`src/hdl/i2cm_pkg.sv`:
```
package i2cm_pkg;

   typedef enum logic [2:0] {
      OP_NONE  = 3'd0,
      OP_START = 3'd1,
      OP_STOP  = 3'd2,
      OP_WRITE = 3'd3,
      OP_READ  = 3'd4
   } op_type;

   typedef enum logic [3:0] {
      PH_IDLE     = 4'd0,
      PH_START_A  = 4'd1,
      PH_START_B  = 4'd2,
      PH_STOP_A   = 4'd3,
      PH_STOP_B   = 4'd4,
      PH_WR_LOW   = 4'd5,
      PH_WR_HIGH  = 4'd6,
      PH_ACK_REL  = 4'd7,
      PH_ACK_POLL = 4'd8,
      PH_RD_REL   = 4'd9,
      PH_RD_HIGH  = 4'd10,
      PH_RD_LOW   = 4'd11,
      PH_ANS_LOW  = 4'd12,
      PH_ANS_HIGH = 4'd13
   } phase_type;

   localparam logic [3:0] ACK_WAIT_LIMIT_RESET = 4'd5;
   localparam logic [3:0] BITS_PER_BYTE       = 4'd8;

   typedef struct packed {
      logic [2:0] op;
      logic [7:0] wdata;
      logic       send_ack;
      logic       sda_sample;
   } req_item_type;

   typedef struct packed {
      logic       scl_level;
      logic       sda_level;
      logic       busy_res;
      logic       done_res;
      logic [7:0] read_byte;
      logic [3:0] ack_wait;
   } rsp_item_type;

endpackage

```
`src/hdl/i2cm_if.sv`:
```
interface i2cm_req_if;
   logic       valid;
   logic       ready;
   logic [2:0] op;
   logic [7:0] wdata;
   logic       send_ack;
   logic       sda_sample;

   modport source (output valid, output op, output wdata, output send_ack,
                   output sda_sample, input ready);
   modport sink (input valid, input op, input wdata, input send_ack,
                 input sda_sample, output ready);
endinterface

interface i2cm_rsp_if;
   logic       valid;
   logic       ready;
   logic       scl_level;
   logic       sda_level;
   logic       busy_res;
   logic       done_res;
   logic [7:0] read_byte;
   logic [3:0] ack_wait;

   modport source (output valid, output scl_level, output sda_level, output busy_res,
                   output done_res, output read_byte, output ack_wait, input ready);
   modport sink (input valid, input scl_level, input sda_level, input busy_res,
                 input done_res, input read_byte, input ack_wait, output ready);
endinterface

```
`src/hdl/i2cm_tick.sv`:
```
module i2cm_tick
   import i2cm_pkg::*;
(
   input  logic         clock,
   input  logic         reset,
   input  logic         step,
   input  req_item_type item,
   input  logic [3:0]   ack_wait_limit,
   output rsp_item_type result
);

   phase_type  phase_ff, phase_in;
   logic [3:0] bit_index_ff, bit_index_in;
   logic [7:0] shift_ff, shift_in;
   logic [3:0] wait_count_ff, wait_count_in;
   logic       scl_ff, scl_in;
   logic       sda_ff, sda_in;
   logic       ack_choice_ff, ack_choice_in;
   logic [7:0] last_read_ff, last_read_in;

   phase_type  ph;
   logic       busy;
   logic       done;
   logic       scl_low_after;
   logic       scl_now;
   logic       sda_now;

   always_comb begin
      ph            = phase_ff;
      shift_in      = shift_ff;
      bit_index_in  = bit_index_ff;
      wait_count_in = wait_count_ff;
      ack_choice_in = ack_choice_ff;
      scl_in        = scl_ff;
      sda_in        = sda_ff;
      last_read_in  = last_read_ff;
      busy          = 1'b0;
      done          = 1'b0;
      scl_low_after = 1'b0;

      // command is taken only when idle
      if (phase_ff == PH_IDLE) begin
         case (item.op)
            OP_START: begin
               ph = PH_START_A;
            end
            OP_STOP: begin
               ph = PH_STOP_A;
            end
            OP_WRITE: begin
               ph            = PH_WR_LOW;
               shift_in      = item.wdata;
               bit_index_in  = '0;
               wait_count_in = '0;
            end
            OP_READ: begin
               ph            = PH_RD_REL;
               shift_in      = '0;
               bit_index_in  = '0;
               ack_choice_in = item.send_ack;
            end
            default: ;
         endcase
      end

      phase_in = ph;
      busy     = (ph != PH_IDLE);

      case (ph)
         PH_START_A: begin
            sda_in = 1'b1; scl_in = 1'b1; phase_in = PH_START_B;
         end
         PH_START_B: begin
            sda_in = 1'b0; scl_in = 1'b1;
            done = 1'b1; scl_low_after = 1'b1; phase_in = PH_IDLE;
         end
         PH_STOP_A: begin
            sda_in = 1'b0; scl_in = 1'b1; phase_in = PH_STOP_B;
         end
         PH_STOP_B: begin
            sda_in = 1'b1; scl_in = 1'b1;
            done = 1'b1; phase_in = PH_IDLE;
         end
         PH_WR_LOW: begin
            sda_in = shift_in[7]; scl_in = 1'b0; phase_in = PH_WR_HIGH;
         end
         PH_WR_HIGH: begin
            scl_in        = 1'b1;
            scl_low_after = 1'b1;
            bit_index_in  = bit_index_in + 4'd1;
            phase_in      = (bit_index_in >= BITS_PER_BYTE) ? PH_ACK_REL : PH_WR_LOW;
         end
         PH_ACK_REL: begin
            sda_in = 1'b1; scl_in = 1'b0; phase_in = PH_ACK_POLL;
         end
         PH_ACK_POLL: begin
            sda_in = 1'b1; scl_in = 1'b1;
            if (item.sda_sample && (wait_count_in < ack_wait_limit)) begin
               wait_count_in = wait_count_in + 4'd1;
            end else begin
               done = 1'b1; scl_low_after = 1'b1; phase_in = PH_IDLE;
            end
         end
         PH_RD_REL: begin
            sda_in = 1'b1; scl_in = 1'b0; phase_in = PH_RD_HIGH;
         end
         PH_RD_HIGH: begin
            scl_in = 1'b1; phase_in = PH_RD_LOW;
         end
         PH_RD_LOW: begin
            scl_in       = 1'b0;
            bit_index_in = bit_index_in + 4'd1;
            phase_in     = (bit_index_in >= BITS_PER_BYTE) ? PH_ANS_LOW : PH_RD_HIGH;
         end
         PH_ANS_LOW: begin
            sda_in = ~ack_choice_in; scl_in = 1'b0; phase_in = PH_ANS_HIGH;
         end
         PH_ANS_HIGH: begin
            scl_in = 1'b1;
            done = 1'b1; scl_low_after = 1'b1; phase_in = PH_IDLE;
         end
         default: begin
            phase_in = PH_IDLE;
         end
      endcase

      scl_now = scl_in;
      sda_now = sda_in;

      // updates after this tick's levels are shown
      if (ph == PH_WR_HIGH) begin
         shift_in = {shift_in[6:0], 1'b0};
      end
      if (ph == PH_RD_HIGH) begin
         shift_in = {shift_in[6:0], item.sda_sample};
      end
      if (ph == PH_ANS_HIGH) begin
         last_read_in = shift_in;
      end
      if (scl_low_after) begin
         scl_in = 1'b0;
      end
   end

   always_comb begin
      result.scl_level = scl_now;
      result.sda_level = sda_now;
      result.busy_res  = busy;
      result.done_res  = done;
      result.read_byte = last_read_in;
      result.ack_wait  = wait_count_in;
   end

   always_ff @(posedge clock) begin
      if (reset) begin
         phase_ff      <= PH_IDLE;
         bit_index_ff  <= '0;
         shift_ff      <= '0;
         wait_count_ff <= '0;
         scl_ff        <= 1'b1;
         sda_ff        <= 1'b1;
         ack_choice_ff <= 1'b0;
         last_read_ff  <= '0;
      end else if (step) begin
         phase_ff      <= phase_in;
         bit_index_ff  <= bit_index_in;
         shift_ff      <= shift_in;
         wait_count_ff <= wait_count_in;
         scl_ff        <= scl_in;
         sda_ff        <= sda_in;
         ack_choice_ff <= ack_choice_in;
         last_read_ff  <= last_read_in;
      end
   end

endmodule

```
`src/hdl/i2c_bit_level_master_top.sv`:
```
// path: an accepted transaction waits in the input register; its result is registered
// throughput: one tick per cycle while the result register is free or being read, set
//   by the single-pass step between the input register and the result register
// reset: synchronous, active high; empties both registers, releases scl and sda,
//   clears the bus state and sets ack_wait_limit to 5
module i2c_bit_level_master_top
   import i2cm_pkg::*;
(
   input  logic       clock,
   input  logic       reset,
   i2cm_req_if.sink   req_chan,
   i2cm_rsp_if.source rsp_chan,
   input  logic       csr_wr_en,
   input  logic [3:0] csr_wr_data
);

   logic         in_valid_ff, in_valid_in;
   req_item_type in_item_ff, in_item_in;
   logic         rsp_valid_ff, rsp_valid_in;
   rsp_item_type rsp_item_ff, rsp_item_in;
   logic [3:0]   limit_ff;

   logic         advance;
   logic         req_take;
   rsp_item_type tick_result;

   assign advance  = in_valid_ff && (!rsp_valid_ff || rsp_chan.ready);
   assign req_take = req_chan.valid && req_chan.ready;
   assign req_chan.ready = !in_valid_ff || advance;

   always_comb begin
      in_valid_in = in_valid_ff;
      in_item_in  = in_item_ff;
      if (req_take) begin
         in_valid_in         = 1'b1;
         in_item_in.op         = req_chan.op;
         in_item_in.wdata      = req_chan.wdata;
         in_item_in.send_ack   = req_chan.send_ack;
         in_item_in.sda_sample = req_chan.sda_sample;
      end else if (advance) begin
         in_valid_in = 1'b0;
      end

      rsp_valid_in = rsp_valid_ff;
      rsp_item_in  = rsp_item_ff;
      if (advance) begin
         rsp_valid_in = 1'b1;
         rsp_item_in  = tick_result;
      end else if (rsp_chan.ready) begin
         rsp_valid_in = 1'b0;
      end
   end

   i2cm_tick u_tick (
      .clock          (clock),
      .reset          (reset),
      .step           (advance),
      .item           (in_item_ff),
      .ack_wait_limit (limit_ff),
      .result         (tick_result)
   );

   always_ff @(posedge clock) begin
      if (reset) begin
         in_valid_ff  <= 1'b0;
         rsp_valid_ff <= 1'b0;
         limit_ff     <= ACK_WAIT_LIMIT_RESET;
      end else begin
         in_valid_ff  <= in_valid_in;
         rsp_valid_ff <= rsp_valid_in;
         if (csr_wr_en) begin
            limit_ff <= csr_wr_data;
         end
      end
   end

   always_ff @(posedge clock) begin
      in_item_ff  <= in_item_in;
      rsp_item_ff <= rsp_item_in;
   end

   assign rsp_chan.valid     = rsp_valid_ff;
   assign rsp_chan.scl_level = rsp_item_ff.scl_level;
   assign rsp_chan.sda_level = rsp_item_ff.sda_level;
   assign rsp_chan.busy_res  = rsp_item_ff.busy_res;
   assign rsp_chan.done_res  = rsp_item_ff.done_res;
   assign rsp_chan.read_byte = rsp_item_ff.read_byte;
   assign rsp_chan.ack_wait  = rsp_item_ff.ack_wait;

endmodule

```
`src/flat_wrapper.sv`:
```
// flat-port wrapper written by rule: the top's interface ports become plain ports
module i2c_bit_level_master_top_flat import i2cm_pkg::*;
  (clock, reset, csr_wr_en, csr_wr_data, req_chan_valid, req_chan_op, req_chan_wdata, req_chan_send_ack, req_chan_sda_sample, req_chan_ready, rsp_chan_valid, rsp_chan_scl_level, rsp_chan_sda_level, rsp_chan_busy_res, rsp_chan_done_res, rsp_chan_read_byte, rsp_chan_ack_wait, rsp_chan_ready);
  i2cm_req_if req_chan_i ();
  i2cm_rsp_if rsp_chan_i ();
  input  logic clock;
  input  logic reset;
  input  logic csr_wr_en;
  input  logic [3:0] csr_wr_data;
  input wire logic [$bits(req_chan_i.valid)-1:0] req_chan_valid;
  input wire logic [$bits(req_chan_i.op)-1:0] req_chan_op;
  input wire logic [$bits(req_chan_i.wdata)-1:0] req_chan_wdata;
  input wire logic [$bits(req_chan_i.send_ack)-1:0] req_chan_send_ack;
  input wire logic [$bits(req_chan_i.sda_sample)-1:0] req_chan_sda_sample;
  output wire logic [$bits(req_chan_i.ready)-1:0] req_chan_ready;
  output wire logic [$bits(rsp_chan_i.valid)-1:0] rsp_chan_valid;
  output wire logic [$bits(rsp_chan_i.scl_level)-1:0] rsp_chan_scl_level;
  output wire logic [$bits(rsp_chan_i.sda_level)-1:0] rsp_chan_sda_level;
  output wire logic [$bits(rsp_chan_i.busy_res)-1:0] rsp_chan_busy_res;
  output wire logic [$bits(rsp_chan_i.done_res)-1:0] rsp_chan_done_res;
  output wire logic [$bits(rsp_chan_i.read_byte)-1:0] rsp_chan_read_byte;
  output wire logic [$bits(rsp_chan_i.ack_wait)-1:0] rsp_chan_ack_wait;
  input wire logic [$bits(rsp_chan_i.ready)-1:0] rsp_chan_ready;
  assign req_chan_i.valid = req_chan_valid;
  assign req_chan_i.op = req_chan_op;
  assign req_chan_i.wdata = req_chan_wdata;
  assign req_chan_i.send_ack = req_chan_send_ack;
  assign req_chan_i.sda_sample = req_chan_sda_sample;
  assign req_chan_ready = req_chan_i.ready;
  assign rsp_chan_valid = rsp_chan_i.valid;
  assign rsp_chan_scl_level = rsp_chan_i.scl_level;
  assign rsp_chan_sda_level = rsp_chan_i.sda_level;
  assign rsp_chan_busy_res = rsp_chan_i.busy_res;
  assign rsp_chan_done_res = rsp_chan_i.done_res;
  assign rsp_chan_read_byte = rsp_chan_i.read_byte;
  assign rsp_chan_ack_wait = rsp_chan_i.ack_wait;
  assign rsp_chan_i.ready = rsp_chan_ready;
  i2c_bit_level_master_top u_core (.clock(clock), .reset(reset), .req_chan(req_chan_i), .rsp_chan(rsp_chan_i), .csr_wr_en(csr_wr_en), .csr_wr_data(csr_wr_data));
endmodule
```
`config.mk`:
```
export PLATFORM = sky130hd
export DESIGN_NAME = i2c_bit_level_master_top_flat
export DESIGN_NICKNAME = d
export VERILOG_FILES = /design/src/hdl/i2cm_pkg.sv /design/src/hdl/i2cm_if.sv /design/src/hdl/i2cm_tick.sv /design/src/hdl/i2c_bit_level_master_top.sv /design/src/flat_wrapper.sv
export SDC_FILE = /design/constraint.sdc
export NUM_CORES = 1
export LEC_CHECK = 0
export ABC_AREA = 1
export ABC_CLOCK_PERIOD_IN_PS = 2900
export BUFFER_PORTS_ARGS = -buffer_cell sky130_fd_sc_hd__buf_2
export CORE_ASPECT_RATIO = 1.5
export CORE_MARGIN = 1.5
export CORE_UTILIZATION = 58
export DETAILED_ROUTE_END_ITERATION = 6
export GPL_ROUTABILITY_DRIVEN = 0
export HOLD_SLACK_MARGIN = 0.1
export PLACE_DENSITY = 0.84
export SKIP_CTS_REPAIR_TIMING = 1
export SYNTH_ARGS = -nofsm -noshare
export SYNTH_HDL_FRONTEND = slang
export SYNTH_SLANG_ARGS = --single-unit
```
`constraint.sdc`:
```
create_clock -name clock -period 2.9 [get_ports clock]
set_clock_uncertainty 0.2 [all_clocks]
set_input_delay 0.58 -clock clock [delete_from_list [all_inputs] [get_ports clock]]
set_output_delay 0.58 -clock clock [all_outputs]
set_load 0.05 [all_outputs]
```
==> Word level (Yosys, flattened, before mapping) <==
Cells that the tools add are included.
{ "totals": {"reg_bits": 66, "inputBits": 22, "output_inout_bits": 18} }
{ "classes": {"addsub": 2, "n_lt_le_gt_ge": 2, "eq_ne": 17, "n_mux": 30, "n_bitwise": 1, "reduce_logical": 19} }
{ "ops": {"columns": ["op", "count"], "rows": [
  ["one-hot mux 4 bit (10 select lines)", 1],
  ["two-way mux 4 bit", 9],
  ["two-way mux 8 bit", 4],
  ["equality test 4 bit, second input constant", 6],
  ["equality test 4 x 3 -> 1 bit, second input constant", 4],
  ["one-hot mux 4 bit (4 select lines)", 1],
  ["one-hot mux 8 bit (2 select lines)", 1],
  ["OR reduction 5 bit", 2],
  ["adder 4 x 1 -> 4 bit, second input constant", 2],
  ["equality test 4 x 2 -> 1 bit, second input constant", 2],
  ["two-way mux 1 bit", 8],
  ["OR reduction 8 bit", 1],
  ["equality test 3 x 2 -> 1 bit, second input constant", 2],
  ["one-hot mux 1 bit (2 select lines)", 3],
  ["OR reduction 2 bit", 3],
  ["OR reduction 3 bit", 2],
  ["equality test 4 x 1 -> 1 bit, second input constant", 1],
  ["greater-or-equal comparator 4 bit, second input constant", 1],
  ["logical NOT 4 bit", 1],
  ["< comparator 4 bit", 1],
  ["one-hot mux 1 bit (4 select lines)", 1],
  ["nonzero test 2 bit", 2],
  ["nonzero test 4 bit", 1],
  ["equality test 3 x 1 -> 1 bit, second input constant", 1],
  ["7 further kinds", 11]
]} }

==> Longest topological paths before layout <==
Gate-level depths: netlist of the first run.
{ "logic_depth": {"depth_word": 8, "mapped_depth": 17, "mapped_depth_nobuf": 17} }

==> Cells and area by module <==
Synthesis of the first run repeated with hierarchy kept, for this count alone.
{ "hier_totals": {"cells_unflattened": 446, "hier_area_um2": 3430.8} }
{ "modules_own_cells": {"columns": ["mod", "instances", "cells_each", "area_per_inst_um2", "seq_area_each_um2"], "rows": [
  ["i2cm_tick", 1, 387, 2331.0, 620.6],
  ["i2c_bit_level_master_top", 1, 59, 1099.8, 991.0]
]} }

==> Worst setup path before layout of the first run <==
No wires, ideal clock.
{ "synth_timing": {"kind": "reg2reg", "startpoint": "register u_core.in_item_ff[12] (netlist bit)", "endpoint": "register u_core.rsp_item_ff, in the netlist u_core.rsp_chan.ack_wait[2], data pin", "arrival_time_ns": 1.823, "required_time_ns": 2.447, "slack_ns": 0.623, "path_stages_with_launch": 14, "n_path_buf": 0, "synth_period_minus_slack_ns": 2.277, "cell_sequence": "edfxtp_1 -> inv_1 -> nand3_1 -> nor2_4 -> inv_1 -> nand2_1 -> inv_1 -> ha_1 -> a21oi_1 -> nand3_1 -> nand2_1 -> nand2_1 -> nand2_1 -> nand2_1"} }
{ "synth_lines": {"columns": ["item", "line", "rtl"], "rows": [
  ["start, declared", "i2c_bit_level_master_top.sv:18", "req_item_type in_item_ff, in_item_in;"],
  ["start signal, assigned", "i2c_bit_level_master_top.sv:78", "in_item_ff <= in_item_in;"],
  ["end signal, assigned", "i2c_bit_level_master_top.sv:79", "rsp_item_ff <= rsp_item_in;"],
  ["end, declared", "i2c_bit_level_master_top.sv:20", "rsp_item_type rsp_item_ff, rsp_item_in;"]
]} }

==> impl_metrics.csv, run 1 <==
group,metric,value,unit
sta,layout_min_cycle_time,2.52,ns
synth,synth_common_cells,"nand2_1, inv_1, nand3_1",
synth,synth_compound_area_share,9.39,%
synth,syn_area,3360,sq um
power_and_ir_drop,irDropWorstVdd,414,uV
detailed_routing,vias,2956,
synth,synthMuxAreaShare,0,%
clocking,cts_tree,"built",
layout,final-instance-count-excl-fill,559,
synth,synthAdderAreaFrac,1.49,%
synth,synth_warnings,0,
synth,async_flop_share,0,%
synth,synth_cells,440,
sta,slew_headroom,65.7,%
synth,ys.flop_type,"dfxtp_1",
detailed_routing,viasPerCell,5.29,
floorplanning,die_h,96.2,um
worst_setup_path,setup.worst_path.class,"register to register",
detailed_routing,ant_nets,0,
placed_design,dpl.cell_count,543,
synth,synth_cell_types,32,
floorplanning,die-area,6260,sq um
clocking,cts_buffer_depth,2,
synth,yosysMostFrequentCell,"nand2_1",
sta,setup_viol,0,
sta,tns,0,ns
sta,drv_slew,0,
floorplanning,coreArea,5530,sq um
synth,yosysSeqAreaShare,48.0,%
sta,postLayoutSetupSlackWorst,0.377,ns
sta,post-route-period-util,87.0,%
sta,max_freq,0.396,GHz
synth,synth-simple-area-share,32.7,%
layout,final_cell_area,3830,sq um
placed_design,portBuffers,39,
sta,rsz0062_at_grt,"no",
worst_setup_path,regToRegStartpoint,"u_core.in_item_ff[12]$_DFFE_PP_",
worst_hold_path,hold_path.class,"primary input to register",
detailed_routing,totalWireLength,7.08,mm
floorplanning,start_util,60.7,%
detailed_routing,drt_first_pass_iters,4,
outcome,status,"finished clean",
placed_design,placed_area,3630,sq um
grt,grt_pass1_wl,11.9,mm
worst_setup_path,crit_required,3.00,ns
worst_setup_path,critPathMaxFanout,4,
clocking,clk_root_buffer_cell,"clkbuf_8",
power_and_ir_drop,power,2.17,mW
synth,ys_ff_latch,66,
clocking,cts_buffers,9,
synth,synth_top_family_by_area,"simple AND/OR/NAND/NOR gates",
clocking,clk_latency,0.35,ns
detailed_routing,first_iter_violations,150,
grt,grtUsageTotal,24.9,%
synth,ys_top_cells_by_area,"edfxtp_1, dfxtp_1, nand2_1",
layout,area_delta_synth_final,14.0,%
sta,hold_viol_final,0,
synth,syn_avg_cell_area,7.63,sq um
detailed_routing,drc,0,
worst_setup_path,end_kind,"register",
grt,antenna_found_initial,0,
grt,grt_max_degree,30,
clocking,path_clk_slew,0.07,ns
clocking,cts.htree.levels,3,
synth,yosysTopAreaCellShare,25.9,%
synth,synth_edf_count,29,
detailed_routing,wl_per_cell,12.7,um
worst_setup_path,crit_start,"u_core.in_item_ff[12]$_DFFE_PP_",
placed_design,dp_hpwl,5.06,mm
synth,yosys.area.top_type,"edfxtp_1",
layout,drive_gt1_share,19.4,%
synth,synth_nets,466,
layout,n_antenna_cell,0,
worst_hold_path,hold_start,"req_chan_wdata[1]",
floorplanning,fp-row-count,33,
flow_run,max-cap-violations,0,
sta,tightest_slew,0.513,ns
floorplanning,io_pins,40,
placed_design,place_ws,0.451,ns
worst_setup_path,critPathLaunchType,"register",
worst_setup_path,arrival,2.62,ns
clocking,clock_sinks,66,
grt,grt_pass1_vias,2751,
grt,globalRouteOverflowTotal,0,
synth,synth_xor_area_share,0.522,%
layout,final_nets,510,
power_and_ir_drop,leakage,1.87,nW
floorplanning,die_width,65.1,um
power_and_ir_drop,cellPowerDensity,566,nW/um^2
cell families (layout without fill, tap and decap cells):
kind of cell,after synthesis,after routing
compound gates,60,60
xor+xnor,2,2
fa+ha+maj,4,4
buf+inv,69,118
flops,66,66
simple gates,239,239
stage by stage:
step                      hold WS (ns)  utilization (%)
final                            0.199             69.2
after global routing             0.194             69.2
after CTS                        0.192             69.2
after detailed placement         0.275             65.6
after global placement           0.254             65.6
after floorplan                  0.229                -
sequential cells by signal, summed over array words and instances (netlist names):
register	cells
u_core.in_item_ff	13
u_core.rsp_chan.read_byte	8
u_core.u_tick.last_read_ff	8
u_core.u_tick.shift_ff	8
u_core.limit_ff	4
u_core.rsp_chan.ack_wait	4
u_core.u_tick.bit_index_ff	4
u_core.u_tick.phase_ff	4
u_core.u_tick.wait_count_ff	4
u_core.in_valid_ff	1
u_core.rsp_chan.busy_res	1
u_core.rsp_chan.done_res	1
u_core.rsp_chan.scl_level	1
u_core.rsp_chan.sda_level	1
u_core.rsp_chan.valid	1
u_core.u_tick.ack_choice_ff	1
u_core.u_tick.scl_ff	1
u_core.u_tick.sda_ff	1
power by group:
group / internal, mW / switching, mW
clock network: 0.417 / 0.344
registers: 1.03 / 0.0245
logic: 0.106 / 0.243
cells in the final DEF, fill, tap and decap left out, types with 3 or more instances in the layout:
cell type    n
inv_1       47
nand2_2      3
o211ai_1     3
edfxtp_1    29
dfxtp_1     37
nor2_1      34
o21ai_0     17
nor2_4       6
a21oi_1     27
ha_1         4
buf_4        5
nand2_1    127
inv_2       11
clkbuf_8    10
nor2_2      10
o21ai_1     10
buf_2       39
nand4_1      5
nand3_1     40
nor3_1       5
path summary, 6_finish.rpt:
path                                            endpoint  cells after the start  slack (ns)
max          u_core.u_tick.wait_count_ff[0]$_SDFFE_PP0P_                     14        0.38
min                       u_core.in_item_ff[3]$_DFFE_PP_                      1        0.20
max reg2reg  u_core.u_tick.wait_count_ff[0]$_SDFFE_PP0P_                     14        0.38
min reg2reg            u_core.u_tick.scl_ff$_SDFFE_PP1P_                      2        0.29
per-layer routing:
metal	vias to the layer above	routed length, um	track usage (%)
li1	1517	-	-
met1	1332	2880	27.4
met2	90	3650	44.9
met3	17	363	5.15
met4	0	182	12.8
met5	-	0	0
worst max-delay path: stages (launching register included):
cell	delay [ns]
edfxtp_1	0.38
inv_1	0.10
nand3_1	0.14
nor2_4	0.19
inv_1	0.06
nand2_1	0.07
inv_1	0.08
ha_1	0.29
a21oi_1	0.29
nand3_1	0.20
nor2_1	0.18
nand2_1	0.06
nand2_1	0.11
o21bai_1	0.07
inv_1	0.05
area by class of cell:
type / count / area (sq um)
fillers: 477 / 1710
repair buffers: 44 / 233
flip-flops and latches: 66 / 1610
inverters: 58 / 218
multi-input cells: 305 / 1480
clock inverters: 5 / 55.1
well taps: 70 / 87.6
clock buffers: 11 / 141
(Power assumes the default switching activity.)
==> run 2, diff against run 1 <==
- RECOVER_POWER: unset -> 50
- TNS_END_PERCENT: unset -> 5
==> run 2 against run 1 <==
Effect of this change: combinational power is essentially flat; core utilization is 0.32 points lower; global-route usage did not move; final area is 0.46% lower; total power is essentially flat; worst setup slack improved by 0.0070 ns; non-clock buffer count unchanged; count of clock-buffer cells in the layout stayed put; wire length is 0.31% lower; sequential cell count did not move; largest cell class unchanged; first-iteration DRC count grew 13%; sequential power about the same.
==> impl_metrics.csv, run 2 (synthesis results as in run 1) <==
group,metric,value,unit
sta,max_freq,0.397,GHz
power_and_ir_drop,leakage,1.84,nW
placed_design,dpl.cell_count,543,
layout,final-instance-count-excl-fill,559,
worst_setup_path,setup.worst_path.class,"register to register",
layout,final_common_cell,"nand2_1",
grt,grtUsageTotal,24.9,%
floorplanning,io_pins,40,
power_and_ir_drop,irDropWorstVdd,419,uV
detailed_routing,drc,0,
floorplanning,coreArea,5530,sq um
worst_hold_path,whs_path_depth,1,
worst_hold_path,hold_start,"req_chan_wdata[1]",
layout,largest_register_ffs,13,
detailed_routing,ant_nets,0,
layout,n_antenna_cell,0,
worst_setup_path,r2r_slack,0.38,ns
layout,final_nets,510,
sta,hold_viol_final,0,
floorplanning,fp-row-count,33,
worst_setup_path,slowest_stage,"edfxtp_1",
worst_setup_path,end_kind,"register",
power_and_ir_drop,cellPowerDensity,568,nW/um^2
placed_design,dp_hpwl,5.06,mm
grt,grt_pass1_vias,2751,
clocking,path_clk_slew,0.07,ns
grt,antenna_found_initial,0,
worst_setup_path,arrival,2.61,ns
sta,tns,0,ns
floorplanning,die_width,65.1,um
worst_setup_path,cp_cell_sequence,"inv_1, nand3_1, nor2_4, inv_1, nand2_1, inv_1, ha_1, a21oi_1, nand3_1, nor2_1, nand2_1, nand2_1, o21bai_1, inv_1",
worst_setup_path,crit_top_cell,"inv_1",
worst_setup_path,max_stage_delay,0.38,ns
clocking,cts_buffers,9,
grt,grt_pass1_wl,11.9,mm
worst_hold_path,hold_end,"u_core.in_item_ff[3]$_DFFE_PP_",
clocking,cts_tree,"built",
worst_setup_path,crit-reg2reg-capture,"u_core.u_tick.wait_count_ff[0]$_SDFFE_PP0P_",
sta,layout_min_cycle_time,2.52,ns
layout,fill_cells,484,
sta,tightest_slew,1.40,ns
detailed_routing,vias,2942,
flow_run,max-cap-violations,0,
grt,globalRouteOverflowTotal,0,
layout,drive_gt1_share,17.4,%
power_and_ir_drop,power,2.17,mW
floorplanning,die-area,6260,sq um
clocking,cts_buffer_depth,2,
clocking,clk_latency,0.35,ns
detailed_routing,totalWireLength,7.06,mm
clocking,cts.htree.levels,3,
worst_setup_path,critPathMaxFanout,4,
sta,rsz0062_at_grt,"no",
detailed_routing,first_iter_violations,169,
floorplanning,die_h,96.2,um
placed_design,portBuffers,39,
grt,grt_max_degree,30,
sta,setup_viol,0,
floorplanning,start_util,60.7,%
worst_setup_path,critPathLaunchType,"register",
worst_setup_path,crit_required,3.00,ns
layout,area_delta_synth_final,13.5,%
clocking,clk_root_buffer_cell,"clkbuf_8",
detailed_routing,viasPerCell,5.26,
layout,regMostFlops,"u_core.in_item_ff",
sta,post-route-period-util,86.8,%
layout,layout_common_cells,"nand2_1, inv_1, nand3_1",
detailed_routing,drt_first_pass_iters,4,
worst_setup_path,rr_worst_depth,14,
worst_setup_path,regToRegStartpoint,"u_core.in_item_ff[12]$_DFFE_PP_",
sta,slew_headroom,6.68,%
detailed_routing,wl_per_cell,12.6,um
worst_hold_path,hold_path.class,"primary input to register",
clocking,clock_sinks,66,
sta,drv_slew,0,
outcome,status,"finished clean",
==> run 2: worst max path at each step <==
stage | startpoint | endpoint | slack [ns] | cells after the start
floorplan | u_core.in_item_ff[12]$_DFFE_PP_ | u_core.rsp_chan.ack_wait[2]$_DFFE_PP_ | 0.62 | 13
global placement | u_core.in_item_ff[12]$_DFFE_PP_ | u_core.rsp_chan.ack_wait[2]$_DFFE_PP_ | 0.53 | 13
detailed placement | u_core.in_item_ff[12]$_DFFE_PP_ | u_core.rsp_chan.ack_wait[2]$_DFFE_PP_ | 0.45 | 13
CTS | u_core.in_item_ff[12]$_DFFE_PP_ | u_core.rsp_chan.ack_wait[2]$_DFFE_PP_ | 0.44 | 13
global route | u_core.in_item_ff[12]$_DFFE_PP_ | u_core.u_tick.wait_count_ff[2]$_SDFFE_PP0P_ | 0.19 | 15
finish | u_core.in_item_ff[12]$_DFFE_PP_ | u_core.u_tick.wait_count_ff[0]$_SDFFE_PP0P_ | 0.38 | 14
==> run 2: cell type report <==
type / count / area, sq um / share of cell area, %
multi-input combinational: 305 / 1480 / 38.9
inverter: 58 / 218 / 5.71
timing repair buffer: 44 / 215 / 5.65
sequential: 66 / 1610 / 42.3
tap: 70 / 87.6 / 2.30
clock inverter: 5 / 55.1 / 1.44
clock buffer: 11 / 141 / 3.71
==> run 2: through the flow <==
| stage | worst slack [ns] | hold WS, ns | area, sq um | utilization [%] |
|---|---|---|---|---|
| floorplan | 0.623 | 0.229 | 3360 | - |
| global placement | 0.531 | 0.254 | 3630 | 65.6 |
| detailed placement | 0.451 | 0.275 | 3630 | 65.6 |
| CTS | 0.435 | 0.192 | 3830 | 69.2 |
| global route | 0.192 | 0.194 | 3810 | 68.9 |
| finish | 0.384 | 0.200 | 3810 | 68.9 |
==> run 2: worst max-delay path: cells and delay by family (launching register included) <==
| family | cells | cell delay (ns) |
|---|---|---|
| compound gates | 2 | 0.36 |
| fa+ha+maj | 1 | 0.29 |
| buf+inv | 4 | 0.29 |
| flops | 1 | 0.38 |
| simple gates | 7 | 0.96 |
==> run 2: routing by layer <==
metal / track usage [%] / vias up / routed length [um]
li1: - / 1517 / -
met1: 27.4 / 1326 / 2950
met2: 44.9 / 82 / 3580
met3: 5.15 / 17 / 347
met4: 12.8 / 0 / 182
met5: 0 / - / 0
==> run 2: where the power goes <==
part	leakage (nW)	switching (mW)	internal (mW)
Clock	0.0953	0.345	0.417
Sequential	0.581	0.0245	1.03
Combinational	1.16	0.243	0.104
